**src/hdl/sbmt_pkg.sv**
```systemverilog
// Shared types and constants for the segment batch mask table.
`timescale 1ns / 1ps
`default_nettype none
package sbmt_pkg;

  localparam int unsigned CFG_IDX_W  = 3;
  localparam int unsigned CFG_DATA_W = 12;
  localparam int unsigned COORD_W    = 12;
  localparam int unsigned SLOT_W     = 8;
  localparam int unsigned BATCH_W    = 6;
  localparam int unsigned SHIFT_W    = 3;
  localparam int unsigned SPR_W      = 6;
  localparam int unsigned SCNT_W     = 9;
  localparam int unsigned BCNT_W     = 7;

  typedef enum logic [1:0] {
    OP_CLEAR = 2'd0,
    OP_LOAD  = 2'd1,
    OP_ACCUM = 2'd2,
    OP_QUERY = 2'd3
  } sbmt_op_e;

  typedef enum logic [CFG_IDX_W-1:0] {
    CFG_SEG_SHIFT   = 3'd0,
    CFG_SEG_PER_ROW = 3'd1,
    CFG_CELL_RANGE  = 3'd2,
    CFG_SLOT_COUNT  = 3'd3,
    CFG_BATCH_COUNT = 3'd4
  } sbmt_cfg_e;

  typedef struct packed {
    logic cap;
    logic sweep;
    logic sweep_slots;
    logic slot_wr;
    logic prod;
    logic sum;
    logic seg_rd;
    logic acc_wr;
    logic scan_ld;
    logic emit;
  } sbmt_cmd_t;

  typedef struct packed {
    sbmt_op_e op;
    logic     sweep_last;
    logic     sweep_all_last;
    logic     out_free;
    logic     scan_last;
  } sbmt_sts_t;

endpackage
`default_nettype wire

```
**src/hdl/sbmt_ctrl.sv**
```systemverilog
// Control state machine: sequences sweeps, slot loads, accumulates and queries.
`timescale 1ns / 1ps
`default_nettype none
module sbmt_ctrl import sbmt_pkg::*; (
  input  wire logic       clk_i,
  input  wire logic       rst_ni,
  input  wire logic       in_valid_i,
  output logic            in_stall_o,
  input  wire logic [1:0] operation_i,
  input  wire sbmt_sts_t  sts_i,
  output sbmt_cmd_t       cmd_o
);

  typedef enum logic [3:0] {
    S_INIT,
    S_IDLE,
    S_CLEAR,
    S_LOAD,
    S_PROD,
    S_SUM,
    S_READ,
    S_UPD,
    S_EMIT
  } state_e;

  state_e state_q, state_d;

  always_comb begin
    state_d    = state_q;
    cmd_o      = '0;
    in_stall_o = 1'b1;
    case (state_q)
      S_INIT: begin
        cmd_o.sweep       = 1'b1;
        cmd_o.sweep_slots = 1'b1;
        if (sts_i.sweep_all_last) state_d = S_IDLE;
      end
      S_IDLE: begin
        in_stall_o = 1'b0;
        if (in_valid_i) begin
          cmd_o.cap = 1'b1;
          case (sbmt_op_e'(operation_i))
            OP_CLEAR: state_d = S_CLEAR;
            OP_LOAD:  state_d = S_LOAD;
            default:  state_d = S_PROD;
          endcase
        end
      end
      S_CLEAR: begin
        cmd_o.sweep = 1'b1;
        if (sts_i.sweep_last) state_d = S_IDLE;
      end
      S_LOAD: begin
        cmd_o.slot_wr = 1'b1;
        state_d       = S_IDLE;
      end
      S_PROD: begin
        cmd_o.prod = 1'b1;
        state_d    = S_SUM;
      end
      S_SUM: begin
        cmd_o.sum = 1'b1;
        state_d   = S_READ;
      end
      S_READ: begin
        cmd_o.seg_rd = 1'b1;
        state_d      = S_UPD;
      end
      S_UPD: begin
        if (sts_i.op == OP_ACCUM) begin
          cmd_o.acc_wr = 1'b1;
          state_d      = S_IDLE;
        end else begin
          cmd_o.scan_ld = 1'b1;
          state_d       = S_EMIT;
        end
      end
      S_EMIT: begin
        if (sts_i.out_free) begin
          cmd_o.emit = 1'b1;
          if (sts_i.scan_last) state_d = S_IDLE;
        end
      end
      default: state_d = S_IDLE;
    endcase
  end

  always_ff @(posedge clk_i or negedge rst_ni) begin
    if (!rst_ni) begin
      state_q <= S_INIT;
    end else begin
      state_q <= state_d;
    end
  end

endmodule
`default_nettype wire

```
**config.mk**
```make
export PLATFORM = sky130hd
export DESIGN_NAME = sbmt_ctrl
export DESIGN_NICKNAME = d
export VERILOG_FILES = /design/src/hdl/sbmt_pkg.sv /design/src/hdl/sbmt_ctrl.sv
export SDC_FILE = /design/constraint.sdc
export NUM_CORES = 1
export LEC_CHECK = 0
export ABC_CLOCK_PERIOD_IN_PS = 2400
export BUFFER_PORTS_ARGS = -buffer_cell sky130_fd_sc_hd__clkbuf_2
export CORE_AREA = 2 2 39 41
export CTS_CLUSTER_DIAMETER = 120
export CTS_CLUSTER_SIZE = 40
export DETAILED_ROUTE_END_ITERATION = 16
export DIE_AREA = 0 0 41 43
export GPL_ROUTABILITY_DRIVEN = 0
export HOLD_SLACK_MARGIN = 0.06
export PLACE_DENSITY = 0.59
export SLEW_MARGIN = 20
export SYNTH_ARGS = -nofsm -noshare
export SYNTH_HDL_FRONTEND = slang
export SYNTH_SLANG_ARGS = --single-unit
```
**constraint.sdc**
```tcl
create_clock -name clk_i -period 2.4 [get_ports clk_i]
set_input_delay 0.48 -clock clk_i [delete_from_list [all_inputs] [get_ports clk_i]]
set_output_delay 0.48 -clock clk_i [all_outputs]
set_load 0.005 [all_outputs]
```
==> qor.yml <==
run_status:
  outcome: "completed"
floorplanning:
  io_pins: 22
  coreArea_um2: 1380
  initial_core_util_pct: 26.5
  die-area_um2: 1760
  rows: 14
  die_x_um: 41
  die_height_um: 43
pwr:
  p_leak_nw: 0.252
  vdd_drop_max_v: 0.000299
  p_per_area_nw_per_um2: 1060
synthesis:
  ys_warn_count: 0
  synthesis.area_um2: 367
  syn_area_per_cell_um2: 8.33
  syn-num-nets: 55
  netlist_instances: 44
  ys_ff_latch: 4
  ys_seq_area_share_pct: 27.3
  ys_types: 22
clock_tree:
  cts_tree: "done"
  htreeDepth: 1
  cts_buffers: 3
  path_clk_slew_ns: 0.04
  ctsLongestPathBuffers: 2
  clock-root-buffer: "clkbuf_4"
  clock_sinks: 4
  post_cts_buffers: 0
  insertion_delay_ns: 0.24
worst_setup_path:
  endpoint_kind: "output pin"
  cp.arrival_ns: 1.56
  path_max_fanout: 11
  required_ns: 1.92
  start_kind: "register"
  worstSetupPathType: "register to output pin"
place:
  io_buffer_count: 21
  hpwl_um: 688
  place_inst: 78
timing:
  setup_violations: 0
  rsz0062_at_grt: "no"
  fmax_mhz: 491
  hold_ws_ns: 0.495
  hold_viol: 0
  finalCriticalPeriod_ns: 2.04
  slew_headroom_pct: 73.0
  worst_pin_slew_ns: 0.406
  maxSlewViolCount: 0
  finalClockSkew_ns: 0.000472
  fin_setup_tns_ns: 0
  finalCritPeriodShare_pct: 84.8
finish:
  fin_util_pct: 36.0
  nets: 79
  reg_top3: "state_q x4"
  drive_gt1_share_pct: 43.9
  largest_reg_flops: 4
  final.fill_count: 151
  n_antenna_cell: 0
  regMostFlops: "state_q"
  fin_cells: 82
  syn2layout_area_growth_pct: 35.8
grt:
  grt_max_degree: 12
  grt_overflow_total: 0
  antenna_found_initial: 0
  grt_pass1_vias: 355
  grt_use_total_pct: 12.8
  grt_pass1_wl_mm: 1.48
detailed_routing:
  vias: 389
  drtAntennaViolNets: 0
  first_pass_iters: 4
  wire_per_inst_um: 10.7
  drt-total-wl_um: 874
  drtIter0Drc: 11
  drt-vias-per-instance: 4.74
  drc: 0
hold_path:
  min_path_type: "input pin to register"
job:
  max_cap_viol_count: 0
==> cells in the final DEF, fill, tap and decap left out <==
cell type	count
mux2i_1	1
o22ai_2	1
nand3_1	1
inv_1	5
nand2_1	7
a21oi_1	3
nor2b_1	1
dlygate4sd3_1	1
nor2_1	2
o2bb2ai_1	1
and2_1	2
nor4b_4	1
nor3_2	2
nor4_1	2
o2111a_1	1
clkbuf_4	3
a221oi_1	1
nand2b_1	2
dfrtp_1	4
or3_4	1
nor3_1	2
nor3b_1	1
clkbuf_2	21
==> cells in the mapped netlist (all sizes together) <==
master | instances | area [um^2]
nor4b | 1 | 23.8
nand3 | 1 | 5.00
nor3b | 1 | 7.51
nand2 | 7 | 26.3
a21oi | 3 | 15.0
or3 | 1 | 11.3
nand2b | 2 | 12.5
nor3 | 4 | 30.0
buf | 3 | 26.3
dfrtp | 4 | 100
nor4 | 2 | 12.5
nor2 | 2 | 7.51
nor2b | 1 | 6.26
mux2i | 1 | 10.0
and2 | 2 | 12.5
o2111a | 1 | 11.3
inv | 5 | 18.8
o22ai | 1 | 12.5
o2bb2ai | 1 | 8.76
a221oi | 1 | 8.76
==> per-stage QoR <==
step / total power [W] / cell area, um^2 / setup slack [ns]
2_1_floorplan: 0.000379 / 367 / 0.942
3_3_place_gp: 0.000443 / 465 / 0.649
3_5_place_dp: 0.000446 / 465 / 0.609
4_1_cts: 0.000535 / 498 / 0.353
5_1_grt: 0.000584 / 498 / 0.247
6_report: 0.000529 / 498 / 0.364
==> worst paths after layout <==
check / start / slack, ns / end / cells past startpoint
worst max-delay path: state_q[1]$_DFFE_PN0P_ / 0.36 / cmd_o[9] / 4
worst min-delay path: in_valid_i / 0.49 / state_q[0]$_DFFE_PN0P_ / 2
worst max register to register: state_q[1]$_DFFE_PN0P_ / 1.07 / state_q[0]$_DFFE_PN0P_ / 3
worst min register to register: state_q[3]$_DFFE_PN0P_ / 0.61 / state_q[2]$_DFFE_PN0P_ / 1
max in group asynchronous: rst_ni / 1.70 / state_q[0]$_DFFE_PN0P_ / 2
min in group asynchronous: rst_ni / 0.58 / state_q[2]$_DFFE_PN0P_ / 2
==> kinds of logic after synthesis <==
kind of cell,after synthesis,synth area share [%]
and+or+nand+nor,24,42.3
buffers and inverters,8,12.3
AOI/OAI and AO/OA,7,15.4
DFF,4,27.3
muxes,1,2.73
==> worst max-delay path: stages, from the launching register on <==
cell      delay, ns
dfrtp_1        0.50
nand2b_1       0.24
or3_4          0.37
nor2_1         0.09
clkbuf_2       0.11
==> routing by layer <==
metal / vias to the layer above / GRT usage [%] / wire [um]
li1: 198 / - / -
met1: 168 / 17.5 / 381
met2: 21 / 16.3 / 393
met3: 2 / 3.14 / 77
met4: 0 / 10.0 / 21
met5: - / 0 / 0
==> power breakdown <==
group          leakage, nW  internal (W)  switching, W   total, W
registers           0.0500     0.0000950     0.0000874   0.000182
clock network       0.0138     0.0000560     0.0000283  0.0000843
logic                0.188      0.000139      0.000123   0.000262
==> timing repair <==
action / in CTS / in global routing
hold endpoints to repair: 4 / 0
hold buffers: 1 / 0
resized for setup: 0 / 0
==> cell type report <==
class / count / area (um^2) / share of cell area (%)
Inverter: 5 / 18.8 / 3.77
Tap cell: 16 / 20.0 / 4.02
Clock buffer: 3 / 22.5 / 4.52
Timing Repair Buffer: 22 / 115 / 23.1
Multi-Input combinational cell: 32 / 221 / 44.5
Sequential cell: 4 / 100 / 20.1
No activity file was read; power rests on OpenSTA's default activity.
